### src/rtl/sib_pkg.sv
package sib_pkg;

    localparam int DepthDefault = 16;

    // opcodes of the input channel
    localparam logic OP_INSERT = 1'b0;
    localparam logic OP_FLUSH  = 1'b1;

    // result status codes
    localparam logic [1:0] ST_INSERTED = 2'd0;
    localparam logic [1:0] ST_FULL     = 2'd1;
    localparam logic [1:0] ST_FLUSHED  = 2'd2;
    localparam logic [1:0] ST_EMPTY    = 2'd3;

    // one stored record
    typedef struct packed {
        logic signed [31:0] key;
        logic [47:0]        plate;
        logic [63:0]        brand_low;
        logic [15:0]        brand_high;
    } record_t;

    // broadcast control from the sequencer to every cell
    typedef struct packed {
        logic ins;   // insert the new record this cycle
        logic rot;   // rotate the occupied cells down by one place
    } cell_ctrl_t;

endpackage

### src/rtl/sib_cell.sv
module sib_cell
    import sib_pkg::*;
(
    input  logic       aclk,
    input  cell_ctrl_t ctrl,
    input  logic       occ,
    input  logic       tail,
    input  logic       prev_keep,
    input  record_t    new_rec,
    input  record_t    prev_rec,
    input  record_t    next_rec,
    input  record_t    head_rec,
    output logic       keep,
    output record_t    rec
);

    record_t rec_reg;
    record_t rec_next;

    // entry stays put when it is occupied and not greater than the new key
    assign keep = occ && !(rec_reg.key > new_rec.key);
    assign rec  = rec_reg;

    always_comb begin
        rec_next = rec_reg;
        if (ctrl.ins) begin
            if (keep) begin
                rec_next = rec_reg;
            end else if (prev_keep) begin
                rec_next = new_rec;
            end else begin
                rec_next = prev_rec;
            end
        end else if (ctrl.rot) begin
            rec_next = tail ? head_rec : next_rec;
        end
    end

    always_ff @(posedge aclk) begin
        rec_reg <= rec_next;
    end

endmodule

### config.mk
export PLATFORM = sky130hd
export DESIGN_NAME = sib_cell
export DESIGN_NICKNAME = d
export VERILOG_FILES = /design/src/rtl/sib_pkg.sv /design/src/rtl/sib_cell.sv
export SDC_FILE = /design/constraint.sdc
export NUM_CORES = 1
export LEC_CHECK = 0
export BUFFER_PORTS_ARGS = -buffer_cell sky130_fd_sc_hd__buf_2
export CAP_MARGIN = 20
export CORE_AREA = 10 10 303 305
export CTS_CLUSTER_SIZE = 14
export DETAILED_ROUTE_END_ITERATION = 8
export DIE_AREA = 0 0 313 315
export PLACE_DENSITY_LB_ADDON = 0.3
export SLEW_MARGIN = 20
export SYNTH_ARGS = -nofsm -noshare
export SYNTH_HDL_FRONTEND = slang
export SYNTH_SLANG_ARGS = --single-unit
### constraint.sdc
create_clock -name aclk -period 13.2 [get_ports aclk]
set_input_delay 0.66 -clock aclk [delete_from_list [all_inputs] [get_ports aclk]]
set_output_delay 0.66 -clock aclk [all_outputs]
set_load 0.01 [all_outputs]
**After elaboration in Yosys (flattened, before gate mapping)**

Cells that the tools add are included.

- Register bits after elaboration: 160
- Logic and storage cells: 15
- Output and inout bits: 161

- Equal/unequal tests: 1
- Order comparisons: 1
- Reduce and logical (&&, ||, !) cells: 4
- Muxes and demuxes: 5

Operators by type and width:

| operator | number |
|---|---|
| $mux W160 | 5 |
| $gt A32 B32 Y1 | 1 |
| $ne A2 B2 Y1 const B | 1 |
| $reduce_and A2 Y1 | 1 |
| $reduce_bool A2 Y1 | 1 |
| $logic_and A1 B1 Y1 | 1 |
| $logic_not A1 Y1 | 1 |

**Depth between registers and ports, before layout**

Gate-level depths: netlist of run 1.

- Word-level depth: 5
- Depth in mapped cells: 8
- Depth with buffers taken out: 8

**Least setup slack after synthesis of run 1**

OpenSTA, ideal clock, no wires.

- Path type: input port to flip-flop
- From: in new_rec[155] in the netlist's numbering
- To: reg rec_reg (netlist bit rec[0]), enable pin
- Setup slack: 3.691 ns
- Buffers on the path: 0
- Setup time: 0.700 ns
- Arrival: 8.810 ns
- Stages on the path: 8
- Cells stage by stage: inv_1 -> ha_1 -> a21oi_2 -> o21a_1 -> a2bb2oi_1 -> a31o_1 -> o221ai_1 -> o21ai_1

- Word-level cells in the longest chain between the ends: 5

RTL lines:

| element | line | source |
|---|---|---|
| start: declaration | sib_cell.sv:9 | `input record_t new_rec,` |
| $gt A32 B32 Y1 | sib_cell.sv:21 | `assign keep = occ && !(rec_reg.key > new_rec.key);` |
| $logic_not A1 Y1 | sib_cell.sv:21 |  |
| $logic_and A1 B1 Y1 | sib_cell.sv:21 |  |
| $ne A2 B2 Y1 (no line) | - |  |
| $reduce_and A2 Y1 (no line) | - |  |
| end signal: assignment | sib_cell.sv:40 | `rec_reg <= rec_next;` |
| end: declaration | sib_cell.sv:17 | `record_t rec_reg;` |

Every way passes these cells.
A chain may end at the register's enable or synchronous reset.

**Worst setup path in the final report of run 1**

- From: reg rec_reg (netlist bit rec[142])
- To: reg rec_reg (netlist bit rec[72]), enable pin

- Word-level cells in the longest chain between the ends: 5

RTL lines:

| element | line |
|---|---|
| $gt A32 B32 Y1 | sib_cell.sv:21 |
| $logic_not A1 Y1 | sib_cell.sv:21 |
| $logic_and A1 B1 Y1 | sib_cell.sv:21 |
| $ne A2 B2 Y1 (no line) | - |
| $reduce_and A2 Y1 (no line) | - |

Every way passes these cells.

==> results of run 1 <==
worst max-delay path: cells and delay by family (launching register included):
| kind | cells | cell delay, ps |
|---|---|---|
| AOI/OAI and AO/OA | 3 | 630 |
| adders and majority gates | 1 | 340 |
| buffers and inverters | 2 | 1030 |
| DFF | 1 | 410 |
| and+or+nand+nor | 2 | 940 |
metrics by stage:
step	worst slack, ps	area [um^2]	hold WS (ps)	cells
after floorplan	3690	10700	913	1013
after global placement	8780	15900	1020	2897
after detailed placement	8740	15900	1020	2897
after CTS	9170	16500	470	2928
after global routing	9050	16500	508	2929
final	9360	16500	543	2930
power groups by stage:
| stage | Clock [mW] | Combinational (mW) | Sequential (mW) |
|---|---|---|---|
| 6_report | 0.505 | 0.496 | 0.688 |
| 3_5_place_dp | 0 | 0.509 | 0.702 |
| 5_1_grt | 0.561 | 0.546 | 0.697 |
| 4_1_cts | 0.546 | 0.510 | 0.691 |
| 3_3_place_gp | 0 | 0.508 | 0.700 |
| 2_1_floorplan | 0 | 0.185 | 0.754 |
cells by family (layout without fill, tap and decap cells):
logic type,after synthesis,in the layout,synth area share
buffers and inverters,124,884,0.0495
other,0,2,0
muxes,161,161,0.151
DFF,160,160,0.450
and+or+nand+nor,185,185,0.107
adders and majority gates,32,32,0.0375
AOI/OAI and AO/OA,351,351,0.206
worst max-delay path by stage:
stage                            start  cells past startpoint  slack (ps)                 to
finish              rec[142]$_DFFE_PP_                      8        9360  rec[72]$_DFFE_PP_
detailed placement        new_rec[142]                     10        8740  rec[72]$_DFFE_PP_
global route        rec[143]$_DFFE_PP_                      8        9050  rec[72]$_DFFE_PP_
global placement          new_rec[142]                     10        8780  rec[71]$_DFFE_PP_
CTS                 rec[143]$_DFFE_PP_                      8        9170  rec[72]$_DFFE_PP_
floorplan                 new_rec[155]                      8        3690   rec[0]$_DFFE_PP_
cells in the final DEF (no fill, tap or decap), types with 3 or more instances in the layout:
cell | netlist | final
nor2b_1 | 160 | 160
a211oi_1 | 161 | 161
nand2_1 | 7 | 7
buf_4 | 0 | 12
o21ai_0 | 4 | 4
nand3_1 | 3 | 3
clkinvlp_4 | 0 | 4
clkbuf_16 | 0 | 17
ha_1 | 32 | 32
edfxtp_1 | 160 | 160
clkinv_2 | 0 | 3
buf_2 | 51 | 803
mux2i_1 | 161 | 161
a21oi_1 | 172 | 172
inv_6 | 0 | 5
buf_8 | 0 | 3
inv_1 | 35 | 35
o21a_1 | 3 | 3
nand4_1 | 5 | 5
nor2_1 | 5 | 5
routing by layer:
layer / vias to the layer above / track usage
met4: 0 / 0.0263
met3: 39 / 0.0420
met5: - / 0
met2: 443 / 0.201
li1: 5373 / -
met1: 4971 / 0.127
final cells by class:
| class | count | share of cell area |
|---|---|---|
| Inverter | 35 | 0.00798 |
| Tap cell | 1155 | 0.0878 |
| Timing Repair Buffer | 818 | 0.252 |
| Clock buffer | 17 | 0.0258 |
| Antenna cell | 2 | 0.000304 |
| Sequential cell | 160 | 0.292 |
| Clock inverter | 14 | 0.00791 |
| Multi-Input combinational cell | 729 | 0.326 |
==> PnR_summary.wiki, run 1 <==
{| class="wikitable"
! Metric !! Value
|-
| Max-slew headroom at the worst pin || 0.308
|-
| Slack of the worst reg-to-reg path || 9360 ps
|-
| Area overhead of the layout relative to synthesis || 54.0%
|-
| Chip Height || 315 um
|-
| Portion of total power attributed to sequential cells || 0.407
|-
| Antenna violation net count after detailed routing || 0
|-
| Cell at the slowest stage of the critical path || nor4_1
|-
| Count of warnings emitted by yosys || 0
|-
| EDFF count, synth || 160
|-
| Internal power || 1.12 mW
|-
| Unrepaired setup endpoints after global routing || no
|-
| Via total after detailed routing || 10800
|-
| Die X || 313 um
|-
| Mapped Nets || 1691
|-
| Detailed-route vias per instance || 3.69
|-
| Mean Syn Cell Area || 10.5 um^2
|-
| Post-CTS clock slew at the launch and capture registers of the worst setup and hold paths || 80 ps
|-
| Die area || 98600 um^2
|-
| Latest clock arrival within the worst-skew pair || 480 ps
|-
| Synth top cells by count || a21oi_1 (172), a211oi_1 (161), mux2i_1 (161)
|-
| Footprint of the flip-flops and latches || 4800 um^2
|-
| Std-Cell Rows || 108
|-
| Number of hold buffers added after cts || 0
|-
| Data required time of the critical path || 13300 ps
|-
| Cell at the root of the clock tree || clkbuf_16
|-
| Met1 wire length || 23400 um
|-
| PwrDens || 103 nW/um^2
|-
| Kind of launch point of the worst setup path || register
|-
| Total iterations of the first detailed-routing run || 5
|-
| Number of max-slew violations in the final report || 0
|-
| Top post-synthesis cells by area || edfxtp_1 (45%), mux2i_1 (15%), a211oi_1 (11%)
|-
| Main flop type after synthesis || edfxtp_1
|-
| Type of the worst setup path || reg -> reg
|-
| Min-delay src || head_rec[65]
|-
| Overall Global Routing Usage || 0.113
|-
| Clock network fraction of total power || 0.299
|-
| Max-cap violations || 0
|-
| Clock buffer count from CTS || 17
|-
| Most common cell in the netlist || a21oi_1
|-
| LEAKAGE || 7.33 nW
|-
| Net switching share of the total power || 0.335
|-
| Count of routing violations after the opening detailed-route iteration || 483
|-
| Share of final-layout standard cells stronger than drive strength 1 || 0.482
|-
| RR Startpoint || rec[142]$_DFFE_PP_
|-
| Hold path depth || 3
|-
| Critical path cell sequence || ha_1, nand4_2, nor4_1, a2111o_1, o21ai_1, o21ai_4, buf_4, buf_4
|-
| Path category of the worst min-delay check || in -> reg
|-
| Seq/Total Area, Yosys || 0.450
|-
| Avg WL per Cell || 20.1 um
|-
| GRT overflow || 0
|-
| Pin count of the biggest net entering global routing || 97
|-
| Transition time at the pin with the least slew margin || 1030 ps
|-
| Sw Pwr || 0.566 mW
|-
| Library cell appearing most often on the critical path || buf_4
|-
| Number of sinks handled by clock tree synthesis || 160
|-
| Combinational group share of total power || 0.294
|-
| Final setup vio count || 0
|-
| Initial antenna violation count || 5
|-
| Number of flip-flops under the largest register name || 160
|-
| Hold Vio Cnt, Final || 0
|-
| CTS tree || yes
|-
| Distinct cell type count of the synthesized netlist || 29
|-
| Setup Buffers After CTS || 0
|-
| R2r worst-path depth || 8
|-
| Post-CTS resize count || 0
|-
| Final Cycle Share || 0.291
|-
| Area of the core || 85900 um^2
|-
| Top cell type by total area after synthesis || edfxtp_1
|-
| Total power || 1.69 mW
|-
| Number of synthesized register bits || 160
|-
| I/O pin total || 807
|-
| Clock period minus worst slack || 3840 ps
|-
| Initial Utilization || 0.124
|-
| Routability-driven placement congestion ratio || 0.853
|-
| Maximum net fanout on the critical path || 62
|-
| Run status || complete, no violations
|-
| Nature of the critical path endpoint || register
|-
| Max stage delay on crit path || 830 ps
|-
| Fmax || 260 MHz
|-
| Worst supply voltage drop on vdd || 0.0000957 V
|-
| Met2 wire length || 30200 um
|-
| Final routed DRC violation total || 0
|-
| HPWL after detailed placement || 50100 um
|-
| Reg-to-reg critical path endpoint || rec[72]$_DFFE_PP_
|-
| Max Root-Sink Buffers || 2
|-
| Crit path arrival time || 3950 ps
|-
| DR WL met3 || 4640 um
|-
| Setup tns final || 0 ps
|-
| Total Nets Final || 2439
|-
| Fraction of synthesis flops using an asynchronous set or reset pin || 0
|-
| Number of port buffers || 806
|-
| Proportion of netlist area held by the largest area contributor || 0.450
|-
| Total Wirelength || 59000 um
|-
| First-pass GRT wire length || 81600 um
|-
| Synthesized instance count || 1013
|-
| Clock skew after layout || 20.5 ps
|-
| Filler instances || 9790
|-
| Multi-input gate area || 5360 um^2
|-
| Post-synthesis instance area || 10700 um^2
|-
| Number of levels in the clock H-tree || 4
|-
| Via count of the first global-routing pass || 11700
|-
| DR top layer || met4
|-
| Post-layout util || 0.192
|-
| Hold Path End || rec[65]$_DFFE_PP_
|}
No activity file was read; power rests on OpenSTA's default activity.
==> run 2, diff against run 1 <==
Clock period 13.2 ns to 3.79 ns, I/O delays scaled along.
==> run 2 against run 1 <==
  * Final area up 2.3%
  * Largest power group unchanged
  * Sequential power rose to 3.5 times the previous value
  * Clock power rose to 4.1 times the previous value
  * Critical path depth unchanged
==> PnR_summary.wiki, run 2 (synthesis gave the netlist of run 1 again) <==
{| class="wikitable"
! Metric !! Value
|-
| GRT overflow || 0 (unchanged)
|-
| Latest clock arrival within the worst-skew pair || 470 ps (was 480 ps)
|-
| Clock skew after layout || 12.4 ps (was 20.5 ps)
|-
| Max stage delay on crit path || 410 ps (was 830 ps)
|-
| First-pass GRT wire length || 78700 um (was 81600 um)
|-
| Cell at the slowest stage of the critical path || edfxtp_1 (was nor4_1)
|-
| Clock period minus worst slack || 2750 ps (was 3840 ps)
|-
| PwrDens || 366 nW/um^2 (was 103 nW/um^2)
|-
| Footprint of the flip-flops and latches || 4800 um^2 (unchanged)
|-
| Total Nets Final || 2451 (was 2439)
|-
| Max-slew headroom at the worst pin || 0.417 (was 0.308)
|-
| Number of levels in the clock H-tree || 4 (unchanged)
|-
| LEAKAGE || 7.48 nW (was 7.33 nW)
|-
| Share of final-layout standard cells stronger than drive strength 1 || 0.487 (was 0.482)
|-
| Area of the core || 85900 um^2 (unchanged)
|-
| Final cell area excluding filler cells || 16800 um^2 (was 16500 um^2)
|-
| Commonest cells after routing, fill and taps aside || buf_2 (803), a21oi_1 (172), mux2i_1 (161) (was buf_2 (803), a21oi_1 (172), mux2i_1 (161), a211oi_1 (161))
|-
| Pin count of the biggest net entering global routing || 125 (was 97)
|-
| HPWL after detailed placement || 47900 um (was 50100 um)
|-
| Final worst slack || 1040 ps (was 9360 ps)
|-
| Fmax || 363 MHz (was 260 MHz)
|-
| Max-cap violations || 0 (unchanged)
|-
| Number of port buffers || 806 (unchanged)
|-
| Number of hold buffers added after cts || 3 (was 0)
|-
| Max Root-Sink Buffers || 2 (unchanged)
|-
| Setup slack after placement || 986 ps (was 8740 ps)
|-
| Data required time of the critical path || 3890 ps (was 13300 ps)
|-
| Post-CTS resize count || 0 (unchanged)
|-
| Number of buffer and inverter instances along the worst setup path || 2 (unchanged)
|-
| Top cell family by delay on the critical path || compound AO/OA/AOI/OAI gates (was buffers and inverters)
|-
| Run status || complete, no violations (unchanged)
|-
| Hold Vio Cnt, Final || 0 (unchanged)
|-
| Chip Height || 315 um (unchanged)
|-
| Final routed DRC violation total || 0 (unchanged)
|-
| I/O pin total || 807 (unchanged)
|-
| Post-CTS clock slew at the launch and capture registers of the worst setup and hold paths || 70 ps (was 80 ps)
|-
| Count of routing violations after the opening detailed-route iteration || 554 (was 483)
|-
| Path category of the worst min-delay check || in -> reg (unchanged)
|-
| Transition time at the pin with the least slew margin || 870 ps (was 1030 ps)
|-
| Setup Buffers After CTS || 0 (unchanged)
|-
| Avg WL per Cell || 19.3 um (was 20.1 um)
|-
| Std-Cell Rows || 108 (unchanged)
|-
| Number of max-slew violations in the final report || 0 (unchanged)
|-
| Placed standard-cell area || 16100 um^2 (was 15900 um^2)
|-
| Multi-input gate area || 5440 um^2 (was 5360 um^2)
|-
| Total Wirelength || 56900 um (was 59000 um)
|-
| Routability-driven placement congestion ratio || 0.848 (was 0.853)
|-
| Area overhead of the layout relative to synthesis || 57.6% (was 54.0%)
|-
| Initial Utilization || 0.124 (unchanged)
|-
| Worst supply voltage drop on vdd || 0.000313 V (was 0.0000957 V)
|-
| Type of the worst setup path || reg -> reg (unchanged)
|-
| Number of sinks handled by clock tree synthesis || 160 (unchanged)
|-
| Cell at the root of the clock tree || clkbuf_16 (unchanged)
|-
| Initial antenna violation count || 5 (unchanged)
|-
| Clock buffer count from CTS || 17 (unchanged)
|-
| Detailed-route vias per instance || 3.67 (was 3.69)
|-
| Leading cell type in the layout, fill and taps excluded || buf_2 (unchanged)
|-
| CTS tree || yes (unchanged)
|-
| Critical path cell sequence || ha_1, nand4_2, nor4_2, buf_4, a2111o_1, o21ai_2, o21ai_4, buf_12 (was ha_1, nand4_2, nor4_1, a2111o_1, o21ai_1, o21ai_4, buf_4, buf_4)
|-
| Maximum net fanout on the critical path || 82 (was 62)
|-
| Via count of the first global-routing pass || 11500 (was 11700)
|-
| Unrepaired setup endpoints after global routing || no (unchanged)
|-
| Total iterations of the first detailed-routing run || 5 (unchanged)
|-
| Nature of the critical path endpoint || register (unchanged)
|-
| Final setup vio count || 0 (unchanged)
|-
| Filler instances || 9659 (was 9790)
|-
| Crit path arrival time || 2860 ps (was 3950 ps)
|-
| Number of flip-flops under the largest register name || 160 (unchanged)
|-
| Die area || 98600 um^2 (unchanged)
|-
| Via total after detailed routing || 10800 (about the same)
|-
| Final Cycle Share || 0.726 (was 0.291)
|-
| Kind of launch point of the worst setup path || register (unchanged)
|-
| Overall Global Routing Usage || 0.109 (was 0.113)
|-
| Die X || 313 um (unchanged)
|-
| Antenna violation net count after detailed routing || 0 (unchanged)
|}
[run 2: worst min-delay path, cell delays in order]
cell      delay, ps
buf_2            80
a211oi_1         60
a21oi_1         110
[run 2: routing by layer]
layer  up-vias  part of all wire  track usage
li1       5379                 -            -
met1      4968              0.40        0.121
met2       423              0.52        0.197
met3        31             0.069       0.0344
met4         0             0.013       0.0289
met5         -                 0            0
[run 2: final timing paths]
check,endpoint,start,cells past startpoint,slack (ps)
max,rec[60]$_DFFE_PP_,rec[143]$_DFFE_PP_,8,1040
min,rec[66]$_DFFE_PP_,head_rec[66],3,70
max reg2reg,rec[60]$_DFFE_PP_,rec[143]$_DFFE_PP_,8,1040
min reg2reg,rec[141]$_DFFE_PP_,rec[159]$_DFFE_PP_,6,1410
[run 2: report_power, final]
| group | switching (mW) | total, mW | internal [mW] |
|---|---|---|---|
| clock network | 0.824 | 2.06 | 1.24 |
| registers | 0.0803 | 2.38 | 2.30 |
| logic | 0.998 | 1.73 | 0.733 |
[run 2: per-stage QoR]
step | utilization | TNS, ps | std cells | hold WS (ps) | total power, mW
2_1_floorplan | - | -111360 | 1013 | 442 | 3.24
3_3_place_gp | 0.188 | 0 | 2906 | 541 | 4.19
3_5_place_dp | 0.188 | 0 | 2906 | 547 | 4.20
4_1_cts | 0.196 | 0 | 2941 | 0.904 | 6.34
5_1_grt | 0.196 | 0 | 2943 | 21.3 | 6.53
6_report | 0.196 | 0 | 2943 | 72.3 | 6.17
[run 2: final cells by class]
| type | instances | share of cell area |
|---|---|---|
| inverters | 35 | 0.00780 |
| well taps | 1155 | 0.0858 |
| clock buffers | 18 | 0.0255 |
| multi-input cells | 729 | 0.323 |
| flip-flops and latches | 160 | 0.285 |
| diodes | 2 | 0.000297 |
| clock inverters | 14 | 0.0140 |
| repair buffers | 830 | 0.258 |
